### config.mk
export PLATFORM = sky130hd
export DESIGN_NAME = fcc_frame_eval
export DESIGN_NICKNAME = d
export VERILOG_FILES = /design/src/sv/fcc_pkg.sv /design/src/sv/fcc_frame_eval.sv
export VERILOG_INCLUDE_DIRS = /design/src /design/src/sv
export SDC_FILE = /design/constraint.sdc
export NUM_CORES = 1
export LEC_CHECK = 0
export BUFFER_PORTS_ARGS = -buffer_cell sky130_fd_sc_hd__buf_2
export CAP_MARGIN = 20
export CORE_MARGIN = 4
export CORE_UTILIZATION = 60
export DETAILED_ROUTE_END_ITERATION = 10
export GPL_TIMING_DRIVEN = 1
export PLACE_DENSITY = 0.86
export RECOVER_POWER = 25
export SLEW_MARGIN = 20
export SYNTH_ARGS = -nofsm -noshare
export SYNTH_HDL_FRONTEND = slang
export SYNTH_SLANG_ARGS = --single-unit
### constraint.sdc
create_clock -name clk_i -period 6.38 [get_ports clk_i]
set_input_delay 0.957 -clock clk_i [delete_from_list [all_inputs] [get_ports clk_i]]
set_output_delay 0.957 -clock clk_i [all_outputs]
set_load 0.02 [all_outputs]
### src/sv/assert_macros.svh
// Assertion macros shared by the frame checksum checker RTL.
// No dependencies; each file that asserts includes this header by name.
`ifndef ASSERT_MACROS_SVH
`define ASSERT_MACROS_SVH

// Concurrent assertion on clk_i, held off while rst_ni is low.
`define FCC_ASSERT(lbl, prop) \
  lbl: assert property (@(posedge clk_i) disable iff (!rst_ni) prop) \
    else $error("fcc assertion failed");

// Same, with a message of the caller's choosing.
`define FCC_ASSERT_MSG(lbl, prop, msg) \
  lbl: assert property (@(posedge clk_i) disable iff (!rst_ni) prop) \
    else $error(msg);

`endif

### src/sv/fcc_pkg.sv
// Types and constants of the frame checksum checker.
// No dependencies; used by every fcc module.
package fcc_pkg;

  localparam int unsigned ByteW    = 8;
  localparam int unsigned LenW     = 16;
  localparam int unsigned PosW     = 17;
  localparam int unsigned CfgIdxW  = 8;
  localparam int unsigned OutDataW = 32;

  // Configuration register indexes
  localparam logic [CfgIdxW-1:0] CFG_EXPECTED_CMD = 8'd0;
  localparam logic [CfgIdxW-1:0] CFG_COMPARE_CMD  = 8'd1;

  typedef enum logic [1:0] {
    VERDICT_OK      = 2'd0,
    VERDICT_SUM_ERR = 2'd1,
    VERDICT_CMD_ERR = 2'd2
  } verdict_e;

  typedef struct packed {
    logic [ByteW-1:0] expected_cmd;
    logic             compare_cmd;
  } cfg_t;

  typedef struct packed {
    verdict_e         verdict;
    logic [ByteW-1:0] frame_command;
    logic [LenW-1:0]  payload_length;
  } result_t;

endpackage

### src/sv/fcc_frame_eval.sv
// Input register, frame tracking state and checksum/command compare.
// Depends on fcc_pkg and assert_macros.svh.
`include "assert_macros.svh"

module fcc_frame_eval
  import fcc_pkg::*;
(
  input  logic             clk_i,
  input  logic             rst_ni,
  input  logic             in_valid_i,
  output logic             in_ready_o,
  input  logic [ByteW-1:0] in_byte_i,
  input  logic             in_start_i,
  input  cfg_t             cfg_i,
  output logic             res_valid_o,
  input  logic             res_space_i,
  output result_t          res_o
);

  logic             in_valid_d, in_valid_q;
  logic [ByteW-1:0] in_byte_q;
  logic             in_start_q;

  logic [PosW-1:0]  pos_d, pos_q;
  logic [LenW-1:0]  len_d, len_q;
  logic [ByteW-1:0] sum_d, sum_q;
  logic [ByteW-1:0] cmd_d, cmd_q;
  logic             active_d, active_q;

  logic [PosW-1:0]  pos_cur;
  logic [LenW-1:0]  len_cur, len_new;
  logic [ByteW-1:0] sum_cur, cmd_cur, cmd_new;
  logic             act_cur, hit, consume, take;
  verdict_e         verdict;

  // Start byte clears the frame state before it is used
  always_comb begin
    act_cur = in_start_q | active_q;
    pos_cur = in_start_q ? '0 : pos_q;
    len_cur = in_start_q ? '0 : len_q;
    sum_cur = in_start_q ? '0 : sum_q;
    cmd_cur = in_start_q ? '0 : cmd_q;

    cmd_new = (pos_cur == PosW'(1)) ? in_byte_q : cmd_cur;
    if (pos_cur == PosW'(2)) begin
      len_new = {in_byte_q, 8'h00};
    end else if (pos_cur == PosW'(3)) begin
      len_new = {len_cur[LenW-1:ByteW], in_byte_q};
    end else begin
      len_new = len_cur;
    end

    hit = act_cur && (pos_cur >= PosW'(3)) && (pos_cur == ({1'b0, len_new} + PosW'(3)));

    if (in_byte_q != sum_cur) begin
      verdict = VERDICT_SUM_ERR;
    end else if (cfg_i.compare_cmd && (cmd_new != cfg_i.expected_cmd)) begin
      verdict = VERDICT_CMD_ERR;
    end else begin
      verdict = VERDICT_OK;
    end
  end

  // Items without a verdict never wait for the output register
  assign consume     = in_valid_q && (res_space_i || !hit);
  assign in_ready_o  = !in_valid_q || consume;
  assign take        = in_valid_i && in_ready_o;
  assign res_valid_o = in_valid_q && hit;
  assign res_o       = '{verdict: verdict, frame_command: cmd_new, payload_length: len_new};

  always_comb begin
    in_valid_d = take ? 1'b1 : (consume ? 1'b0 : in_valid_q);
    pos_d      = pos_q;
    len_d      = len_q;
    sum_d      = sum_q;
    cmd_d      = cmd_q;
    active_d   = active_q;
    if (consume && act_cur) begin
      cmd_d = cmd_new;
      len_d = len_new;
      if (hit) begin
        active_d = 1'b0;
        pos_d    = '0;
        sum_d    = '0;
      end else begin
        active_d = 1'b1;
        pos_d    = pos_cur + PosW'(1);
        sum_d    = sum_cur + in_byte_q;
      end
    end
  end

  always_ff @(posedge clk_i or negedge rst_ni) begin
    if (!rst_ni) begin
      in_valid_q <= 1'b0;
      pos_q      <= '0;
      len_q      <= '0;
      sum_q      <= '0;
      cmd_q      <= '0;
      active_q   <= 1'b0;
    end else begin
      in_valid_q <= in_valid_d;
      pos_q      <= pos_d;
      len_q      <= len_d;
      sum_q      <= sum_d;
      cmd_q      <= cmd_d;
      active_q   <= active_d;
    end
  end

  always_ff @(posedge clk_i) begin
    if (take) begin
      in_byte_q  <= in_byte_i;
      in_start_q <= in_start_i;
    end
  end

  `FCC_ASSERT(a_verdict_ends_frame, consume && hit |=> !active_q && pos_q == '0)
  `FCC_ASSERT_MSG(a_pos_bound, active_q |-> pos_q <= ({1'b0, len_q} + PosW'(3)), "position past checksum byte")

endmodule

### Yosys cells after proc, flatten, opt, wreduce, memory -nomap -nowiden

Index checks and enable logic that the tools add are counted.

| word-level totals | value |
|---|---|
| register bits | 60 |
| input bits | 22 |
| output and inout port bits | 28 |
| word-level logic and storage cells | 45 |

| cells by class | value |
|---|---|
| $add $sub $neg | 3 |
| magnitude comparators | 1 |
| equal/unequal tests | 6 |
| muxes and demuxes | 14 |
| bitwise operators | 1 |
| reduce and logical (&&, ||, !) cells | 12 |

Operators with widths:

| kind | count |
|---|---|
| 2-to-1 mux 8 bit | 5 |
| == test 17 x 2 -> 1 bit, second input constant | 2 |
| 2-to-1 mux 17 bit | 2 |
| 2-to-1 mux 16 bit | 2 |
| adder 16 x 2 -> 17 bit, second input constant | 1 |
| adder 17 x 1 -> 17 bit, second input constant | 1 |
| == test 17 x 1 -> 1 bit, second input constant | 1 |
| == test 17 bit | 1 |
| greater-or-equal comparator 17 x 2 -> 1 bit, second input constant | 1 |
| inequality test 8 bit | 2 |
| adder 8 bit | 1 |
| logical AND 1 bit | 7 |
| 2-to-1 mux 2 bit | 2 |
| 2-to-1 mux 1 bit | 3 |
| zero test 1 bit | 2 |
| logical OR 1 bit | 2 |
| nonzero test 2 bit | 1 |
| OR 1 bit | 1 |

### Depth between registers and ports, before layout

| logic depth | value |
|---|---|
| depth after elaboration | 13 |
| mapped depth | 24 |
| gate-level depth less buffers | 17 |

### Worst setup path after synthesis

No wires, ideal clock.

| timing | value |
|---|---|
| path type | flip-flop to output port |
| from | reg in_start_q |
| to | out in_ready_o |
| arrival time | 4.951 ns |
| path slack | 0.472 ns |
| stages on the path, launching flop included | 21 |
| path buffers | 6 |
| cells stage by stage | edfxtp_1 -> clkbuf_1 -> buf_1 -> buf_2 -> clkbuf_1 -> clkbuf_1 -> nor2_1 -> ha_1 -> nor2b_1 -> clkbuf_1 -> and3_1 -> or2_2 -> inv_1 -> ha_1 -> xor2_1 -> or4_1 -> a21o_1 -> a2111oi_2 -> and4b_1 -> and3_2 -> nand2b_1 |

RTL lines:

| what | RTL line | text |
|---|---|---|
| from (decl) | fcc_frame_eval.sv:22 | `logic in_start_q;` |
| from (signal assigned) | fcc_frame_eval.sv:114 | `in_start_q <= in_start_i;` |
| to (decl) | fcc_frame_eval.sv:11 | `output logic in_ready_o,` |

### Final worst setup path

| timing | value |
|---|---|
| from | reg pos_q[1] |
| to | out in_ready_o |

| between the ends | value |
|---|---|
| longest elaborated chain between the ends | 11 |
| elaborated cells between the ends (all ways) | 14 |
| those cells by class | 1 x add/sub; 1 x order compare; 3 x eq/ne; 3 x mux; 6 x reduce/logical |

Ends and longest elaborated chain:

| what | RTL line | text |
|---|---|---|
| from (decl) | fcc_frame_eval.sv:24 | `logic [PosW-1:0] pos_d, pos_q;` |
| from (signal assigned) | fcc_frame_eval.sv:103 | `pos_q <= pos_d;` |
| 2-to-1 mux 17 bit (*) | fcc_frame_eval.sv:39 | `pos_cur = in_start_q ? '0 : pos_q;` |
| == test 17 x 2 -> 1 bit | fcc_frame_eval.sv:47 | `end else if (pos_cur == PosW'(3)) begin` |
| 2-to-1 mux 8 bit | fcc_frame_eval.sv:47 |  |
| 2-to-1 mux 16 bit | fcc_frame_eval.sv:45 | `if (pos_cur == PosW'(2)) begin` |
| adder 16 x 2 -> 17 bit | fcc_frame_eval.sv:53 | `hit = act_cur && (pos_cur >= PosW'(3)) && (pos_cur == ({1'b0, len_new} + PosW'(3)));` |
| == test 17 bit | fcc_frame_eval.sv:53 |  |
| logical AND 1 bit (*) | fcc_frame_eval.sv:53 |  |
| zero test 1 bit (*) | fcc_frame_eval.sv:65 | `assign consume = in_valid_q && (res_space_i \|\| !hit);` |
| logical OR 1 bit (*) | fcc_frame_eval.sv:65 |  |
| logical AND 1 bit (*) | fcc_frame_eval.sv:65 |  |
| logical OR 1 bit (*) | fcc_frame_eval.sv:66 | `assign in_ready_o = !in_valid_q \|\| consume;` |

Every way passes the cells marked *; elsewhere a longest branch is shown, timed or not.

==> metrics.log <==
[metrics] commonest cells after routing, fill and taps aside: 51 x sky130_fd_sc_hd__dfrtp_1, 49 x sky130_fd_sc_hd__buf_2, 40 x sky130_fd_sc_hd__nand2_1
[metrics] flip-flop and latch count after synthesis: 60
[metrics] synthesized instance count: 492
[metrics] chain of cells forming the critical path: nor2b_1 > ha_1 > nor2_1 > o211a_1 > or2_2 > inv_1 > ha_1 > xor2_1 > or4_1 > a21o_1 > a2111oi_2 > and4b_1 > and3_2 > nand2b_1 > buf_2
[metrics] Layout Cells excl Fill: between 600 and 700
[metrics] drt wl/cell: 20.3 um
[metrics] Worst Path Buf+Inv: 2
[metrics] mapped cell area: roughly 0.0045 sq mm
[metrics] largest net degree at the start of global routing: 52
[metrics] number of top-level design ports: 50
[metrics] cell area power density: 315 mW/mm^2
[metrics] First DRT Iteration DRCs: between 400 and 500
[metrics] average size of a mapped cell: 9.19 sq um
[metrics] worst relative slew slack: -0.890
[metrics] end-of-flow core utilization: 0.688
[metrics] number of global-route vias before repair: 4104
[metrics] Leakage: around 0.0023 uW
[metrics] commonest non-fill, non-tap cell in the layout: sky130_fd_sc_hd__dfrtp_1
[metrics] TritonCTS Buffers: 9
[metrics] crit start category: flop
[metrics] number of H-tree branching levels: 3
[metrics] crit path capture type: primary output
[metrics] later-pin clock latency in the skew report: 0.35 ns
[metrics] data arrival time at the worst-slack endpoint: between 4 and 5 ns
[metrics] Hold Violations, Final: 0
[metrics] die extent in x: about 95 um
[metrics] antenna violation net count after detailed routing: 0
[metrics] classification of the worst-slack hold path: reg -> reg
[metrics] Die Footprint: between 0.008 and 0.009 sq mm
[metrics] maximum vdd drop: 0.230 mV
[metrics] overflow left after global routing: 0
[metrics] wire length of the first global-routing pass: roughly 20000 um
[metrics] Core Rows: 31
[metrics] area growth from synthesis to layout: 11.0%
[metrics] highest-delay cell along the critical path: sky130_fd_sc_hd__ha_1
[metrics] layout cells sized above 1: 0.199
[metrics] proportion of synthesized flip-flops having asynchronous set or reset: 0.850
[metrics] height of the die: 94.8 um
[metrics] worst clock skew on the final layout: about 0.0097 ns
[metrics] clock tree from TritonCTS: yes
[metrics] count of vias placed by the detailed router: between 4000 and 5000
[metrics] share of the yosys chip area belonging to registers: 0.342
[metrics] placed insts: 621
[metrics] slowest cell delay on critical path: ~0.60 ns
[metrics] number of DRC violations after detailed routing: 0
[metrics] Port Buffer Count: ~50
[metrics] type of the worst setup path: reg -> out
[metrics] Starting Density: 0.620
[metrics] Tmin final: 5.91 ns
[metrics] via/cell ratio: roughly 6.6
[metrics] maximum operating frequency: between 0.15 and 0.2 GHz
[metrics] master cell of the clock root buffer: sky130_fd_sc_hd__clkbuf_8
[metrics] Gates resized, CTS repair: 0
[metrics] final worst path period share: 0.927
[metrics] syn nets: 526
[metrics] total power after layout: 1580 uW
[metrics] violated checks: max-capacitance violations, max-slew violations
[metrics] pins over their slew limit: between 50 and 60
[metrics] Fin Setup TNS: 0 ns
[metrics] buffer depth of the longest clock path: 2
[metrics] leading register cell type out of synthesis: sky130_fd_sc_hd__dfrtp_1
[metrics] cell repeated most along the worst path: sky130_fd_sc_hd__ha_1
[metrics] antenna fix cells: 0
[metrics] clk sinks: 60
[metrics] Post-synth EDFFs: 9
[metrics] instance area after placement: 0.00481 sq mm
[metrics] Final Routed Wirelength: roughly 13000 um
[metrics] all-layer global routing usage: 0.294
[metrics] max-cap check violation count: 1
[metrics] worst-path fanout max: 14
[metrics] kind of cell adding the most delay to the critical path: simple AND/OR/NAND/NOR gates
[metrics] Floorplan Core Area: between 0.007 and 0.008 sq mm
[metrics] setup repair bufs after CTS: 0
[metrics] run status: finished with violations
[metrics] Cell variety after synth: slightly above 80
[metrics] RSZ-0062 raised after global routing: no
[metrics] Final setup viols: 0
[metrics] measured slew at the worst slew-check pin: 2.84 ns
[metrics] initial antenna violation count: 0
[metrics] Post-CTS Hold Fix Bufs: 0
[metrics] HPWL after detailed placement: a little over 9000 um
[metrics] number of nets in the final layout: approximately 570
[metrics] count of warnings emitted by yosys: 0
[metrics] count of TritonRoute iterations in the first routing pass: 5
[metrics] routability congestion estimate: ~1
[metrics] CTS clock-pin slew for the worst setup and hold paths: 0.07 ns
[metrics] required time of the critical path: ~5.4 ns
[metrics] finished layout cell area: 0.00501 sq mm
[cells in the mapped netlist, types with 4 or more instances]
library cell                count  share of area
sky130_fd_sc_hd__nor2b_1       19          0.026
sky130_fd_sc_hd__a2bb2oi_1      4         0.0078
sky130_fd_sc_hd__ha_1          11          0.030
sky130_fd_sc_hd__inv_1         17          0.014
sky130_fd_sc_hd__nand3_1       16          0.018
sky130_fd_sc_hd__a31oi_1        7         0.0097
sky130_fd_sc_hd__nand2b_1       5         0.0069
sky130_fd_sc_hd__a21oi_1       28          0.031
sky130_fd_sc_hd__and2_1         5         0.0069
sky130_fd_sc_hd__nor2_1        16          0.013
sky130_fd_sc_hd__a22o_1        14          0.027
sky130_fd_sc_hd__clkbuf_1      15          0.012
sky130_fd_sc_hd__a32oi_1        4         0.0078
sky130_fd_sc_hd__edfxtp_1       9          0.060
sky130_fd_sc_hd__a22oi_1        4         0.0066
sky130_fd_sc_hd__nor4_1         9          0.012
sky130_fd_sc_hd__buf_2          8         0.0089
sky130_fd_sc_hd__o21ai_0       17          0.019
sky130_fd_sc_hd__nand4_1        7         0.0097
sky130_fd_sc_hd__and3_1         9          0.012
sky130_fd_sc_hd__nor3_1        21          0.023
sky130_fd_sc_hd__o211ai_1       6          0.010
sky130_fd_sc_hd__a21o_1        12          0.020
sky130_fd_sc_hd__nand2_1       40          0.033
sky130_fd_sc_hd__xnor2_1       14          0.027
sky130_fd_sc_hd__xor2_1        21          0.041
sky130_fd_sc_hd__or3_1         10          0.014
sky130_fd_sc_hd__mux2_4        13          0.043
sky130_fd_sc_hd__dfrtp_1       51           0.28
sky130_fd_sc_hd__buf_6          5          0.012
[where the power goes]
group	switching (uW)	internal, uW
Sequential	94.0	462
Combinational	376	268
Clock	161	217
[per-layer routing]
metal,track usage,share of wire,up-vias
met5,0,0,-
met4,0.133,0.040,0
met3,0.0781,0.089,51
met2,0.478,0.48,234
met1,0.366,0.39,1976
li1,-,-,1932
[cells by family (layout without fill, tap and decap cells)]
logic type	after synthesis	in the layout	share of synthesized area
AO/OA/AOI/OAI	136	136	0.219
XOR/XNOR	35	35	0.0678
adder cells (fa/ha/maj)	12	12	0.0349
buffers and inverters	48	94	0.0512
flip-flops	60	60	0.342
multiplexers	17	17	0.0526
AND/OR/NAND/NOR	184	184	0.233
[stage by stage]
| stage | setup slack (ns) | hold slack, ns |
|---|---|---|
| 6_report | 0.467 | 0.478 |
| 3_5_place_dp | 0.965 | 0.462 |
| 3_3_place_gp | 1.06 | 0.453 |
| 4_1_cts | 0.539 | 0.479 |
| 2_1_floorplan | 0.472 | 0.442 |
| 5_1_grt | 0.271 | 0.504 |
[flip-flops by register name (all words and copies together), names as in the netlist]
name / count
in_valid_q: 1
pos_q: 17
active_q: 1
len_q: 16
in_byte_q: 8
sum_q: 8
cmd_q: 8
in_start_q: 1
[worst register-to-register path: cells and delay by family (launching register included)]
kind | cells | cell delay [ns]
AND/OR/NAND/NOR | 8 | 2.40
AO/OA/AOI/OAI | 3 | 0.89
adder cells (fa/ha/maj) | 2 | 0.85
buffers and inverters | 3 | 0.60
XOR/XNOR | 1 | 0.17
flip-flops | 1 | 0.41
[path summary, 6_finish.rpt]
check | cells after the start | endpoint | slack, ns | start
worst max-delay path | 15 | in_ready_o | 0.47 | pos_q[1]
worst min-delay path | 1 | sum_q[3] | 0.48 | sum_q[3]
min in group asynchronous | 2 | pos_q[13] | 1.61 | rst_ni
max in group asynchronous | 2 | pos_q[8] | 3.13 | rst_ni
worst max register to register | 17 | pos_q[12] | 0.96 | pos_q[1]
worst min register to register | 1 | sum_q[3] | 0.48 | sum_q[3]
[final cells by class]
cell class	count	area, sq um
timing repair buffer	60	324
fill	604	2280
tap	99	124
clock inverter	6	80.1
multi-input combinational	384	2750
inverter	18	67.6
clock buffer	10	128
sequential	60	1550
Note: power is estimated with default switching activity, not from simulation.
